File: config.mk
export PLATFORM = sky130hd
export DESIGN_NAME = surface_code_correction_path_top
export DESIGN_NICKNAME = d
export VERILOG_FILES = /design/src/scc_pkg.sv /design/src/scc_ram.sv /design/src/scc_step_unit.sv /design/src/surface_code_correction_path_top.sv
export SDC_FILE = /design/constraint.sdc
export NUM_CORES = 2
export LEC_CHECK = 0
export BUFFER_PORTS_ARGS = -buffer_cell sky130_fd_sc_hd__buf_2
export CELL_PAD_IN_SITES_DETAIL_PLACEMENT = 1
export CELL_PAD_IN_SITES_GLOBAL_PLACEMENT = 2
export CORE_MARGIN = 5
export CORE_UTILIZATION = 40
export DETAILED_ROUTE_END_ITERATION = 7
export GPL_ROUTABILITY_DRIVEN = 0
export PLACE_DENSITY_LB_ADDON = 0.1
export SETUP_SLACK_MARGIN = 0.5
export SLEW_MARGIN = 20
export SYNTH_ARGS = -nofsm -noshare
export SYNTH_HDL_FRONTEND = slang
export SYNTH_SLANG_ARGS = --single-unit
File: constraint.sdc
create_clock -name i_clk -period 8.6 [get_ports i_clk]
set_input_delay 1.72 -clock i_clk [delete_from_list [all_inputs] [get_ports i_clk]]
set_output_delay 1.72 -clock i_clk [all_outputs]
set_load 0.005 [all_outputs]
File: src/scc_pkg.sv
`default_nettype none

package scc_pkg;

    // data qubit grid limits
    localparam logic [3:0] MAX_DISTANCE   = 4'd15;
    localparam logic [3:0] DIST_RESET     = 4'd3;
    localparam int         TABLE_DEPTH_DEF = 256;
    localparam int         WALK_LIMIT     = 15;

    // command codes
    localparam logic CMD_BUILD = 1'b0;
    localparam logic CMD_WALK  = 1'b1;

    // register index (paddr[2])
    localparam logic REG_CODE_DISTANCE = 1'b0;

    typedef struct packed {
        logic       command;
        logic [7:0] first_defect;
        logic [7:0] second_defect;
        logic       to_boundary;
    } t_cmd_word;

    typedef struct packed {
        logic [7:0] qubit_index;
        logic       apply_flip;
        logic       flip_kind;
        logic       error_flag;
        logic [7:0] stabilizer_total;
        logic       last;
    } t_result_word;

    typedef enum logic {
        OP_SCAN = 1'b0,
        OP_WALK = 1'b1
    } t_unit_op;

    typedef struct packed {
        t_unit_op   op;
        logic [3:0] distance;
        logic [4:0] px;
        logic [4:0] py;
        logic [3:0] tx;
        logic [3:0] ty;
        logic       bnd;
        logic       is_x;
    } t_unit_req;

    typedef struct packed {
        logic       kept;
        logic [4:0] nx;
        logic [4:0] ny;
        logic [7:0] qubit;
        logic       ok;
        logic       done_now;
        logic       done_next;
    } t_unit_rsp;

endpackage

`default_nettype wire

File: src/scc_ram.sv
`default_nettype none

module scc_ram #(
    parameter int WIDTH = 8,
    parameter int DEPTH = 256
) (
    input  wire logic                     i_clk,
    input  wire logic                     i_we,
    input  wire logic [$clog2(DEPTH)-1:0] i_waddr,
    input  wire logic [WIDTH-1:0]         i_wdata,
    input  wire logic [$clog2(DEPTH)-1:0] i_raddr,
    output      logic [WIDTH-1:0]         o_rdata
);

    logic [WIDTH-1:0] r_mem [DEPTH];
    logic [WIDTH-1:0] r_rdata;

    always_ff @(posedge i_clk) begin
        if (i_we) begin
            r_mem[i_waddr] <= i_wdata;
        end
        r_rdata <= r_mem[i_raddr];
    end

    assign o_rdata = r_rdata;

endmodule

`default_nettype wire

File: src/scc_step_unit.sv
`default_nettype none

// Shared unit: corner keep test during the scan, one diagonal step during a walk.
module scc_step_unit (
    input  wire scc_pkg::t_unit_req i_req,
    output      scc_pkg::t_unit_rsp o_rsp
);

    logic [3:0] d;
    logic [4:0] d5;
    logic [3:0] sx, sy;
    logic       lx, rx, ty_in, by_in, n4, n2, corner_x, keep;
    logic       dxneg, dyneg;
    logic [4:0] qx, qy, nx, ny, tx5, ty5;
    logic       okx, oky, ok;
    logic [7:0] prod, qubit;
    logic       done_now, done_next;

    assign d   = i_req.distance;
    assign d5  = {1'b0, d};
    assign sx  = i_req.px[3:0];
    assign sy  = i_req.py[3:0];
    assign tx5 = {1'b0, i_req.tx};
    assign ty5 = {1'b0, i_req.ty};

    // neighbors of a corner: columns x-1 / x, rows y-1 / y
    assign lx    = (sx != 4'd0) && (sx <= d);
    assign rx    = sx < d;
    assign ty_in = (sy != 4'd0) && (sy <= d);
    assign by_in = sy < d;
    assign n4    = lx & rx & ty_in & by_in;
    assign n2    = (lx & rx & (ty_in ^ by_in)) | (ty_in & by_in & (lx ^ rx));
    assign corner_x = ~(sx[0] ^ sy[0]);
    assign keep  = (corner_x == i_req.is_x) &&
                   (n4 || (n2 && !(corner_x && ((sx == 4'd0) || (sx == d))) &&
                                 !(!corner_x && ((sy == 4'd0) || (sy == d)))));

    // step direction
    always_comb begin
        if (i_req.bnd) begin
            if (i_req.is_x) begin
                dxneg = tx5 <= i_req.px;
                dyneg = 1'b0;
            end else begin
                dxneg = 1'b0;
                dyneg = ty5 <= i_req.py;
            end
        end else begin
            dxneg = tx5 < i_req.px;
            dyneg = ty5 < i_req.py;
        end
    end

    assign qx  = i_req.px - {4'd0, dxneg};
    assign qy  = i_req.py - {4'd0, dyneg};
    assign okx = !(dxneg && (i_req.px == 5'd0)) && (qx < d5);
    assign oky = !(dyneg && (i_req.py == 5'd0)) && (qy < d5);
    assign ok  = okx & oky;
    assign nx  = dxneg ? (i_req.px - 5'd1) : (i_req.px + 5'd1);
    assign ny  = dyneg ? (i_req.py - 5'd1) : (i_req.py + 5'd1);

    assign prod  = {4'd0, qy[3:0]} * {4'd0, d};
    assign qubit = ok ? (prod + {3'd0, qx}) : 8'd0;

    // end of walk: boundary walks stop on one axis, pair walks on both
    always_comb begin
        if (i_req.bnd) begin
            done_now  = i_req.is_x ? (i_req.px == tx5) : (i_req.py == ty5);
            done_next = i_req.is_x ? (nx == tx5) : (ny == ty5);
        end else begin
            done_now  = (i_req.px == tx5) && (i_req.py == ty5);
            done_next = (nx == tx5) && (ny == ty5);
        end
    end

    always_comb begin
        o_rsp = '0;
        unique case (i_req.op)
            scc_pkg::OP_SCAN: begin
                o_rsp.kept = keep;
            end
            scc_pkg::OP_WALK: begin
                o_rsp.nx        = nx;
                o_rsp.ny        = ny;
                o_rsp.qubit     = qubit;
                o_rsp.ok        = ok;
                o_rsp.done_now  = done_now;
                o_rsp.done_next = done_next;
            end
            default: o_rsp = '0;
        endcase
    end

endmodule

`default_nettype wire

File: src/surface_code_correction_path_top.sv
`default_nettype none

// Rotated surface code correction chain engine.
// Command channel: a word on i_cmd is taken when start is high and busy low.
//   command build: scans the (d+1)x(d+1) corner grid twice (X pass, Z pass),
//     one corner per cycle, storing kept corners in the corner table RAM.
//     After both passes, one result word carries the stored count.
//   command walk: checks indexes and types at once (a rejected word gives one
//     error result the next cycle), else reads both corners from the table RAM
//     (states READ_A, READ_B, LOAD_B through its registered read port), then
//     emits one result word per cycle, one per diagonal step, up to 15 steps;
//     last marks the final.
// Result channel: o_result is valid for exactly one cycle with o_result_valid;
//   the receiver cannot stall, so results never back up.
// Busy stays high from acceptance until the final result is in the output
//   register; the next word can be taken in the cycle that result is shown.
// Config: APB register code_distance at byte 0; writing it drops the layout.
// Reset: d = 3, no layout built, counts zero; table contents stay undefined
//   and are never read before a build writes them.
module surface_code_correction_path_top #(
    parameter int TABLE_DEPTH = scc_pkg::TABLE_DEPTH_DEF
) (
    input  wire logic                 i_clk,
    input  wire logic                 i_rst_n,
    input  wire logic                 start,
    output      logic                 busy,
    input  wire scc_pkg::t_cmd_word   i_cmd,
    output      logic                 o_result_valid,
    output      scc_pkg::t_result_word o_result,
    input  wire logic                 psel,
    input  wire logic                 penable,
    input  wire logic                 pwrite,
    input  wire logic [2:0]           paddr,
    input  wire logic [31:0]          pwdata,
    output      logic [31:0]          prdata,
    output      logic                 pready
);

    localparam int         AW        = $clog2(TABLE_DEPTH);
    localparam logic [8:0] DEPTH_LIM = 9'(TABLE_DEPTH);
    localparam logic [3:0] K_LAST    = 4'(scc_pkg::WALK_LIMIT - 1);
    localparam logic [7:0] QUBIT_MAX = 8'd224;

    typedef enum logic [5:0] {
        S_IDLE   = 6'b000001,
        S_SCAN   = 6'b000010,
        S_READ_A = 6'b000100,
        S_READ_B = 6'b001000,
        S_LOAD_B = 6'b010000,
        S_WALK   = 6'b100000
    } t_state;

    t_state r_state, n_state;

    // architectural state
    logic [3:0] r_dist, n_dist;
    logic       r_built, n_built;
    logic [7:0] r_xcount, n_xcount;
    logic [7:0] r_total, n_total;     // also the running count during a build

    // scan position
    logic [3:0] r_sx, n_sx;
    logic [3:0] r_sy, n_sy;
    logic       r_pass, n_pass;

    // walk context
    logic [AW-1:0] r_a_addr, n_a_addr;
    logic [AW-1:0] r_b_addr, n_b_addr;
    logic          r_bnd, n_bnd;
    logic          r_is_x, n_is_x;
    logic [4:0]    r_cx, n_cx;
    logic [4:0]    r_cy, n_cy;
    logic [3:0]    r_tx, n_tx;
    logic [3:0]    r_ty, n_ty;
    logic [3:0]    r_k, n_k;

    // output register
    logic                  r_out_valid, n_out_valid;
    scc_pkg::t_result_word r_out, n_out;

    logic                 w_accept, w_cfg_wr;
    logic [3:0]           w_dist;
    logic                 w_range_err, w_type_err, w_a_is_x;
    logic                 w_we;
    logic [AW-1:0]        w_raddr;
    logic [7:0]           w_rdata;
    logic [7:0]           w_cnt_next;
    logic                 w_near_lo;
    logic                 w_last;
    scc_pkg::t_unit_req   w_req;
    scc_pkg::t_unit_rsp   w_rsp;

    assign busy     = (r_state != S_IDLE);
    assign w_accept = start && !busy;
    assign w_cfg_wr = psel && penable && pwrite && pready &&
                      (paddr[2] == scc_pkg::REG_CODE_DISTANCE);
    assign w_dist   = (r_dist > scc_pkg::MAX_DISTANCE) ? scc_pkg::MAX_DISTANCE : r_dist;

    assign pready = 1'b1;
    assign prdata = (paddr[2] == scc_pkg::REG_CODE_DISTANCE) ? {28'd0, r_dist} : 32'd0;

    // index checks at acceptance
    assign w_a_is_x    = i_cmd.first_defect < r_xcount;
    assign w_range_err = !r_built || (i_cmd.first_defect >= r_total) ||
                         (!i_cmd.to_boundary && (i_cmd.second_defect >= r_total));
    assign w_type_err  = !i_cmd.to_boundary &&
                         ((i_cmd.second_defect < r_xcount) != w_a_is_x);

    // shared unit: scan coordinates during a build, chain position during a walk
    always_comb begin
        w_req.distance = w_dist;
        w_req.tx   = r_tx;
        w_req.ty   = r_ty;
        if (r_state == S_SCAN) begin
            w_req.op   = scc_pkg::OP_SCAN;
            w_req.px   = {1'b0, r_sx};
            w_req.py   = {1'b0, r_sy};
            w_req.bnd  = 1'b0;
            w_req.is_x = !r_pass;
        end else begin
            w_req.op   = scc_pkg::OP_WALK;
            w_req.px   = r_cx;
            w_req.py   = r_cy;
            w_req.bnd  = r_bnd;
            w_req.is_x = r_is_x;
        end
    end

    scc_step_unit u_step (
        .i_req (w_req),
        .o_rsp (w_rsp)
    );

    // corner table; entries past the depth are dropped
    assign w_we       = (r_state == S_SCAN) && w_rsp.kept && ({1'b0, r_total} < DEPTH_LIM);
    assign w_cnt_next = r_total + {7'd0, w_we};
    assign w_raddr    = (r_state == S_READ_A) ? r_a_addr : r_b_addr;

    scc_ram #(
        .WIDTH (8),
        .DEPTH (TABLE_DEPTH)
    ) u_table (
        .i_clk   (i_clk),
        .i_we    (w_we),
        .i_waddr (r_total[AW-1:0]),
        .i_wdata ({r_sy, r_sx}),
        .i_raddr (w_raddr),
        .o_rdata (w_rdata)
    );

    // boundary target: nearer edge on the chain's axis
    assign w_near_lo = r_is_x ? ({r_cx, 1'b0} < {2'd0, w_dist}) :
                                ({r_cy, 1'b0} < {2'd0, w_dist});
    assign w_last    = w_rsp.done_next || (r_k == K_LAST);

    always_comb begin
        n_state     = r_state;
        n_dist      = r_dist;
        n_built     = r_built;
        n_xcount    = r_xcount;
        n_total     = r_total;
        n_sx        = r_sx;
        n_sy        = r_sy;
        n_pass      = r_pass;
        n_a_addr    = r_a_addr;
        n_b_addr    = r_b_addr;
        n_bnd       = r_bnd;
        n_is_x      = r_is_x;
        n_cx        = r_cx;
        n_cy        = r_cy;
        n_tx        = r_tx;
        n_ty        = r_ty;
        n_k         = r_k;
        n_out_valid = 1'b0;
        n_out       = r_out;

        unique case (r_state)
            S_IDLE: begin
                if (w_accept) begin
                    if (i_cmd.command == scc_pkg::CMD_BUILD) begin
                        n_total = 8'd0;
                        n_sx    = 4'd0;
                        n_sy    = 4'd0;
                        n_pass  = 1'b0;
                        n_state = S_SCAN;
                    end else if (w_range_err || w_type_err) begin
                        n_out            = '0;
                        n_out.error_flag = 1'b1;
                        n_out.last       = 1'b1;
                        n_out_valid      = 1'b1;
                    end else begin
                        n_a_addr = i_cmd.first_defect[AW-1:0];
                        n_b_addr = i_cmd.second_defect[AW-1:0];
                        n_bnd    = i_cmd.to_boundary;
                        n_is_x   = w_a_is_x;
                        n_k      = 4'd0;
                        n_state  = S_READ_A;
                    end
                end
            end
            S_SCAN: begin
                n_total = w_cnt_next;
                if (r_sx == w_dist) begin
                    n_sx = 4'd0;
                    if (r_sy == w_dist) begin
                        n_sy = 4'd0;
                        if (!r_pass) begin
                            n_pass   = 1'b1;
                            n_xcount = w_cnt_next;
                        end else begin
                            n_built                = 1'b1;
                            n_out                  = '0;
                            n_out.stabilizer_total = w_cnt_next;
                            n_out.last             = 1'b1;
                            n_out_valid            = 1'b1;
                            n_state                = S_IDLE;
                        end
                    end else begin
                        n_sy = r_sy + 4'd1;
                    end
                end else begin
                    n_sx = r_sx + 4'd1;
                end
            end
            S_READ_A: begin
                n_state = S_READ_B;
            end
            S_READ_B: begin
                n_cx    = {1'b0, w_rdata[3:0]};
                n_cy    = {1'b0, w_rdata[7:4]};
                n_state = S_LOAD_B;
            end
            S_LOAD_B: begin
                if (r_bnd) begin
                    n_tx = r_cx[3:0];
                    n_ty = r_cy[3:0];
                    if (r_is_x) begin
                        n_tx = w_near_lo ? 4'd0 : w_dist;
                    end else begin
                        n_ty = w_near_lo ? 4'd0 : w_dist;
                    end
                end else begin
                    n_tx = w_rdata[3:0];
                    n_ty = w_rdata[7:4];
                end
                n_state = S_WALK;
            end
            S_WALK: begin
                n_out           = '0;
                n_out.flip_kind = ~r_is_x;
                n_out_valid     = 1'b1;
                if ((r_k == 4'd0) && w_rsp.done_now) begin
                    // empty chain
                    n_out.last = 1'b1;
                    n_state    = S_IDLE;
                end else begin
                    n_out.qubit_index = w_rsp.qubit;
                    n_out.apply_flip  = w_rsp.ok;
                    n_out.last        = w_last;
                    n_cx              = w_rsp.nx;
                    n_cy              = w_rsp.ny;
                    n_k               = r_k + 4'd1;
                    if (w_last) begin
                        n_state = S_IDLE;
                    end
                end
            end
            default: n_state = S_IDLE;
        endcase

        if (w_cfg_wr) begin
            n_dist  = pwdata[3:0];
            n_built = 1'b0;
        end
    end

    always_ff @(posedge i_clk) begin
        if (!i_rst_n) begin
            r_state     <= S_IDLE;
            r_dist      <= scc_pkg::DIST_RESET;
            r_built     <= 1'b0;
            r_xcount    <= 8'd0;
            r_total     <= 8'd0;
            r_out_valid <= 1'b0;
        end else begin
            r_state     <= n_state;
            r_dist      <= n_dist;
            r_built     <= n_built;
            r_xcount    <= n_xcount;
            r_total     <= n_total;
            r_out_valid <= n_out_valid;
        end
    end

    always_ff @(posedge i_clk) begin
        r_sx     <= n_sx;
        r_sy     <= n_sy;
        r_pass   <= n_pass;
        r_a_addr <= n_a_addr;
        r_b_addr <= n_b_addr;
        r_bnd    <= n_bnd;
        r_is_x   <= n_is_x;
        r_cx     <= n_cx;
        r_cy     <= n_cy;
        r_tx     <= n_tx;
        r_ty     <= n_ty;
        r_k      <= n_k;
        r_out    <= n_out;
    end

    assign o_result_valid = r_out_valid;
    assign o_result       = r_out;

    // an accepted word either starts work or answers at once
    a_accept_progress: assert property (@(posedge i_clk) disable iff (!i_rst_n)
        start && !busy |=> busy || o_result_valid)
        else $error("accepted word produced neither work nor result");

    // more words of the same item must follow
    a_not_last_busy: assert property (@(posedge i_clk) disable iff (!i_rst_n)
        o_result_valid && !o_result.last |-> busy)
        else $error("non-final result while idle");

    a_error_word: assert property (@(posedge i_clk) disable iff (!i_rst_n)
        o_result_valid && o_result.error_flag |->
            o_result.last && !o_result.apply_flip && (o_result.stabilizer_total == 8'd0))
        else $error("malformed error result");

    a_flip_in_lattice: assert property (@(posedge i_clk) disable iff (!i_rst_n)
        o_result_valid && o_result.apply_flip |->
            !o_result.error_flag && (o_result.qubit_index <= QUBIT_MAX))
        else $error("flip outside lattice");

endmodule

`default_nettype wire

==> results list <==
* Depth of the CTS H-tree: 4
* Via count of the first global-routing pass: 58700
- After detailed routing, the number of remaining DRC violations is 0.
* NetSw: 0.00471 W
* Internal power summed over all cells: 0.0171 W
* Final critical-path share of the clock period: 77.3%
* Worst flop-to-flop path endpoint: o_result[19]$_DFFE_PP_
* Fin crit period: 6640 ps
- VDD IR max: 0.198 mV
* Fill cell count: 22700
- Setup slack on the critical path of the routed design comes to 1960 ps.
* Detail Placement HPWL: 169 mm
- Clock buffers created by TritonCTS: 232
* Area grow syn2layout: 11.7%
* Post-Syn Area: 89300 µm²
- R2R cell count: 26
- Via-to-Cell Ratio: 5.66
- Clock share of power: 43.1%
* Cell type group with the largest total delay on the critical path: adder cells
* Least-Margin Pin Slew: 1130 ps
- Instance count of the mapped netlist: 7110
- Most numerous cell in the Yosys netlist: sky130_fd_sc_hd__edfxtp_1
- Io pins: 114
* Vias: 57900
- Pin count of the biggest net entering global routing: 165
* Delay contributed by the slowest stage of the critical path: 570 ps
- In this run the critical register-to-register path is launched from r_state[5]$_SDFFE_PN0P_.
- Number of detailed-routing iterations run before antenna repair: 6
- Share of flip-flops with an asynchronous set or reset after synthesis: 0%
- Number of placement rows: 173
- Core Region: 222000 µm²
- Count of input and output buffers: 54
- Yosys warnings: 0
- Total power draw: 0.0218 W
- Top cell type by total area after synthesis: sky130_fd_sc_hd__edfxtp_1
- STA classifies the critical path endpoint as a flip-flop.
- The critical path contains buffers and inverters numbering 4 combined.
* Maximum number of buffers from clock root to sink: 3
- Clk_lat worst skew: 870 ps
- The number of setup buffers added after CTS is 0.
* Multi-input gate area: 22900 µm²
* Startpoint Class: flip-flop
* Most instantiated flip-flop cell in the synthesis netlist: sky130_fd_sc_hd__edfxtp_1
- After synthesis the netlist holds a flip-flop and latch count of 2153.
- Number of gates given a new drive strength after cts: 0
* Endpoint, Worst Hold: r_xcount[4]$_SDFFE_PN0P_
- DR iter-0 viols: 4533
- Once the floorplan was initialized, standard cells occupied 40.2% of the core.
- Total Neg Setup Slack: 0 ps
- Placed instance area: 92700 µm²
- In this run the power density over the cells is 218 nW/µm².
- Of all nets on the critical path, the largest fanout is 22.
* Portion of total power attributed to sequential cells: 54.0%
* Proportion of layout cells with a drive suffix above 1: 7.43%
- Post-route standard cell area excluding fillers: 99800 µm²
- Setup repair after global routing left no endpoint under its margin.
- Routed wire length: 284 mm
- Syn avg cell area: 12.6 µm²
- Area fraction of the dominant cell type after synthesis: 71.2%
* Startpoint of the most critical hold path: r_xcount[4]$_SDFFE_PN0P_
- Data arrives at the worst endpoint at 7230 ps.
* Depth of the worst hold-timing path: 2
* Switching part of the total: 21.6%
- The number of hold buffers added after CTS was 0.
* Total congestion overflow: 0
* Number of cells on the critical path: 26
- Share of power burned in combinational logic: 2.9%
* Width of the die: 483 µm
- Clock tree from TritonCTS: built
- CP required: 9190 ps
- Worst Hold Slack: 504 ps
- Maximum clock skew at final layout: 36.1 ps
- The first global-routing pass estimated 412 mm of wire.
- Of the synthesized area, sequential elements account for 72.0%.
* Total die area: 233000 µm²
- Final-report setup violation count: 0
- Number of sinks driven by the clock tree: 2153
- The count of nets left with antenna violations once routing finished came out at 0.
- Across every metal layer, demand over resource in global routing totals 24.0%.
* Result of the run: finished clean
- Ranked by total cell area, the synthesized netlist is headed by sky130_fd_sc_hd__edfxtp_1 71%, sky130_fd_sc_hd__nand2_1 8.1%, sky130_fd_sc_hd__nand3_1 3.1%, sky130_fd_sc_hd__and3_1 2.0%, sky130_fd_sc_hd__a31oi_1 2.0%.
- Yosys mapped a number of flops with a built-in enable equal to 2117.
- The slowest stage of the critical path belongs to the cell sky130_fd_sc_hd__nor4_4.
* Antenna violations before repair: 14
- Slack of the worst reg-to-reg path: 1960 ps
- Path type of the worst setup path: reg -> reg
* Net count of the finished layout: 7221
- The number of different library cells used by synthesis comes to 69.
- The tightest min-delay check is of the reg -> reg type.
* Setup WS pre-CTS: 1990 ps
- Cell at the root of the clock tree: sky130_fd_sc_hd__clkbuf_16
* Worst slew slack as a fraction of its limit: 24.1%
* P_leak: 34.0 nW
- After detailed routing, the average wire length per cell comes to 27.8 µm.
* DIE HEIGHT: 483 µm
* Timing-limited maximum frequency: 151 MHz
- The tool flagged a number of max-cap violations equal to 0.
* Slew Limit Fails: 0
- Sorting the synthesized cells by how often they occur yields 2117 x sky130_fd_sc_hd__edfxtp_1, 1932 x sky130_fd_sc_hd__nand2_1, 558 x sky130_fd_sc_hd__nand3_1, 401 x sky130_fd_sc_hd__nor2_1, 282 x sky130_fd_sc_hd__and3_1.
- Number of hold violations in the final report: 0
- Clock-pin slew was measured on the worst setup and hold paths at 60 ps.
- Storage cell area: 64300 µm²
-- state kept, by name (all words and copies together) (netlist names), 6 cells and up --
signal,flops
u_table.r_mem,2048
r_b_addr,8
r_a_addr,8
r_total,8
u_table.o_rdata,8
r_state,6
r_xcount,8
o_result,20
-- layout make-up --
| class | instances | area share [%] |
|---|---|---|
| well taps | 2975 | 3.73 |
| clock inverters | 133 | 0.927 |
| inverters | 73 | 0.275 |
| repair buffers | 184 | 1.51 |
| multi-input cells | 4418 | 23.0 |
| flip-flops and latches | 2153 | 64.4 |
| clock buffers | 290 | 6.10 |
| diodes | 3 | 0.00752 |
-- per-layer routing --
layer | wire [µm] | share of wire [%] | GRT usage [%] | up-vias
li1 | - | - | - | 26100
met1 | 125000 | 44 | 33.3 | 30200
met2 | 140000 | 49 | 40.5 | 1291
met3 | 12200 | 4.3 | 2.83 | 364
met4 | 7000 | 2.5 | 5.98 | 0
met5 | 0 | 0 | 0 | -
-- layout by cell type, fill, tap and decap left out, types with 18 or more instances in the layout --
cell and count:
sky130_fd_sc_hd__dfxtp_1 36, sky130_fd_sc_hd__clkbuf_16 235, sky130_fd_sc_hd__mux2i_1 20, sky130_fd_sc_hd__nor2b_1 18, sky130_fd_sc_hd__a32oi_1 52, sky130_fd_sc_hd__a221oi_1 22
sky130_fd_sc_hd__or4_1 21, sky130_fd_sc_hd__o22ai_1 68, sky130_fd_sc_hd__conb_1 29, sky130_fd_sc_hd__clkinv_1 70, sky130_fd_sc_hd__ha_1 88, sky130_fd_sc_hd__clkinv_2 40
sky130_fd_sc_hd__nand3_1 554, sky130_fd_sc_hd__o21ai_0 33, sky130_fd_sc_hd__and3_1 282, sky130_fd_sc_hd__buf_4 109, sky130_fd_sc_hd__a32o_1 39, sky130_fd_sc_hd__buf_12 21
sky130_fd_sc_hd__a211oi_1 143, sky130_fd_sc_hd__nand2_1 1920, sky130_fd_sc_hd__a31oi_1 279, sky130_fd_sc_hd__a311oi_1 86, sky130_fd_sc_hd__a21oi_1 88, sky130_fd_sc_hd__nand4_1 18
sky130_fd_sc_hd__edfxtp_1 2117, sky130_fd_sc_hd__clkbuf_1 55, sky130_fd_sc_hd__buf_2 54, sky130_fd_sc_hd__nand2b_1 18, sky130_fd_sc_hd__inv_1 72, sky130_fd_sc_hd__nor3_1 27
sky130_fd_sc_hd__nor2_1 397, sky130_fd_sc_hd__xnor2_1 36
-- kinds of logic after synthesis --
logic type                 Yosys count  synth area share (%)
adders and majority gates          100                  1.48
xor gates and xnor gates            49                 0.496
and+or+nand+nor                   3329                  16.0
buffers and inverters              566                  2.70
muxes                               35                 0.413
AOI/OAI and AO/OA                  876                  6.90
other                                2               0.00841
DFF                               2153                  72.0
-- worst max-delay path by stage --
stage / from / to / slack (ps)
floorplan: r_sy[3]$_SDFFCE_PN0P_ / o_result[19]$_DFFE_PP_ / 280
global placement: r_state[5]$_SDFFE_PN0P_ / o_result[19]$_DFFE_PP_ / 1920
detailed placement: r_state[5]$_SDFFE_PN0P_ / o_result[19]$_DFFE_PP_ / 1990
CTS: r_state[5]$_SDFFE_PN0P_ / o_result[19]$_DFFE_PP_ / 1930
global route: r_state[5]$_SDFFE_PN0P_ / o_result[19]$_DFFE_PP_ / 1520
finish: r_state[5]$_SDFFE_PN0P_ / o_result[19]$_DFFE_PP_ / 1960
-- through the flow --
step	utilization, %	cells
after detailed placement	41.7	9803
after global routing	44.9	10200
after global placement	41.7	9803
after floorplan	-	7137
final	44.9	10200
after CTS	44.9	10200
-- tightest hold or removal path, stage by stage (launching register included) --
cell                       delay (ps)
sky130_fd_sc_hd__dfxtp_1          310
sky130_fd_sc_hd__nor2_1            90
sky130_fd_sc_hd__a211oi_1          50
-- power by group through the flow --
stage | Clock [W] | Sequential [W] | Combinational, W
after floorplan | 0 | 0.0122 | 0.000143
final | 0.00938 | 0.0118 | 0.000641
after global placement | 0 | 0.0120 | 0.000646
after CTS | 0.00957 | 0.0118 | 0.000662
after detailed placement | 0 | 0.0120 | 0.000662
after global routing | 0.0100 | 0.0118 | 0.000699
No activity file was read; power rests on OpenSTA's default activity.
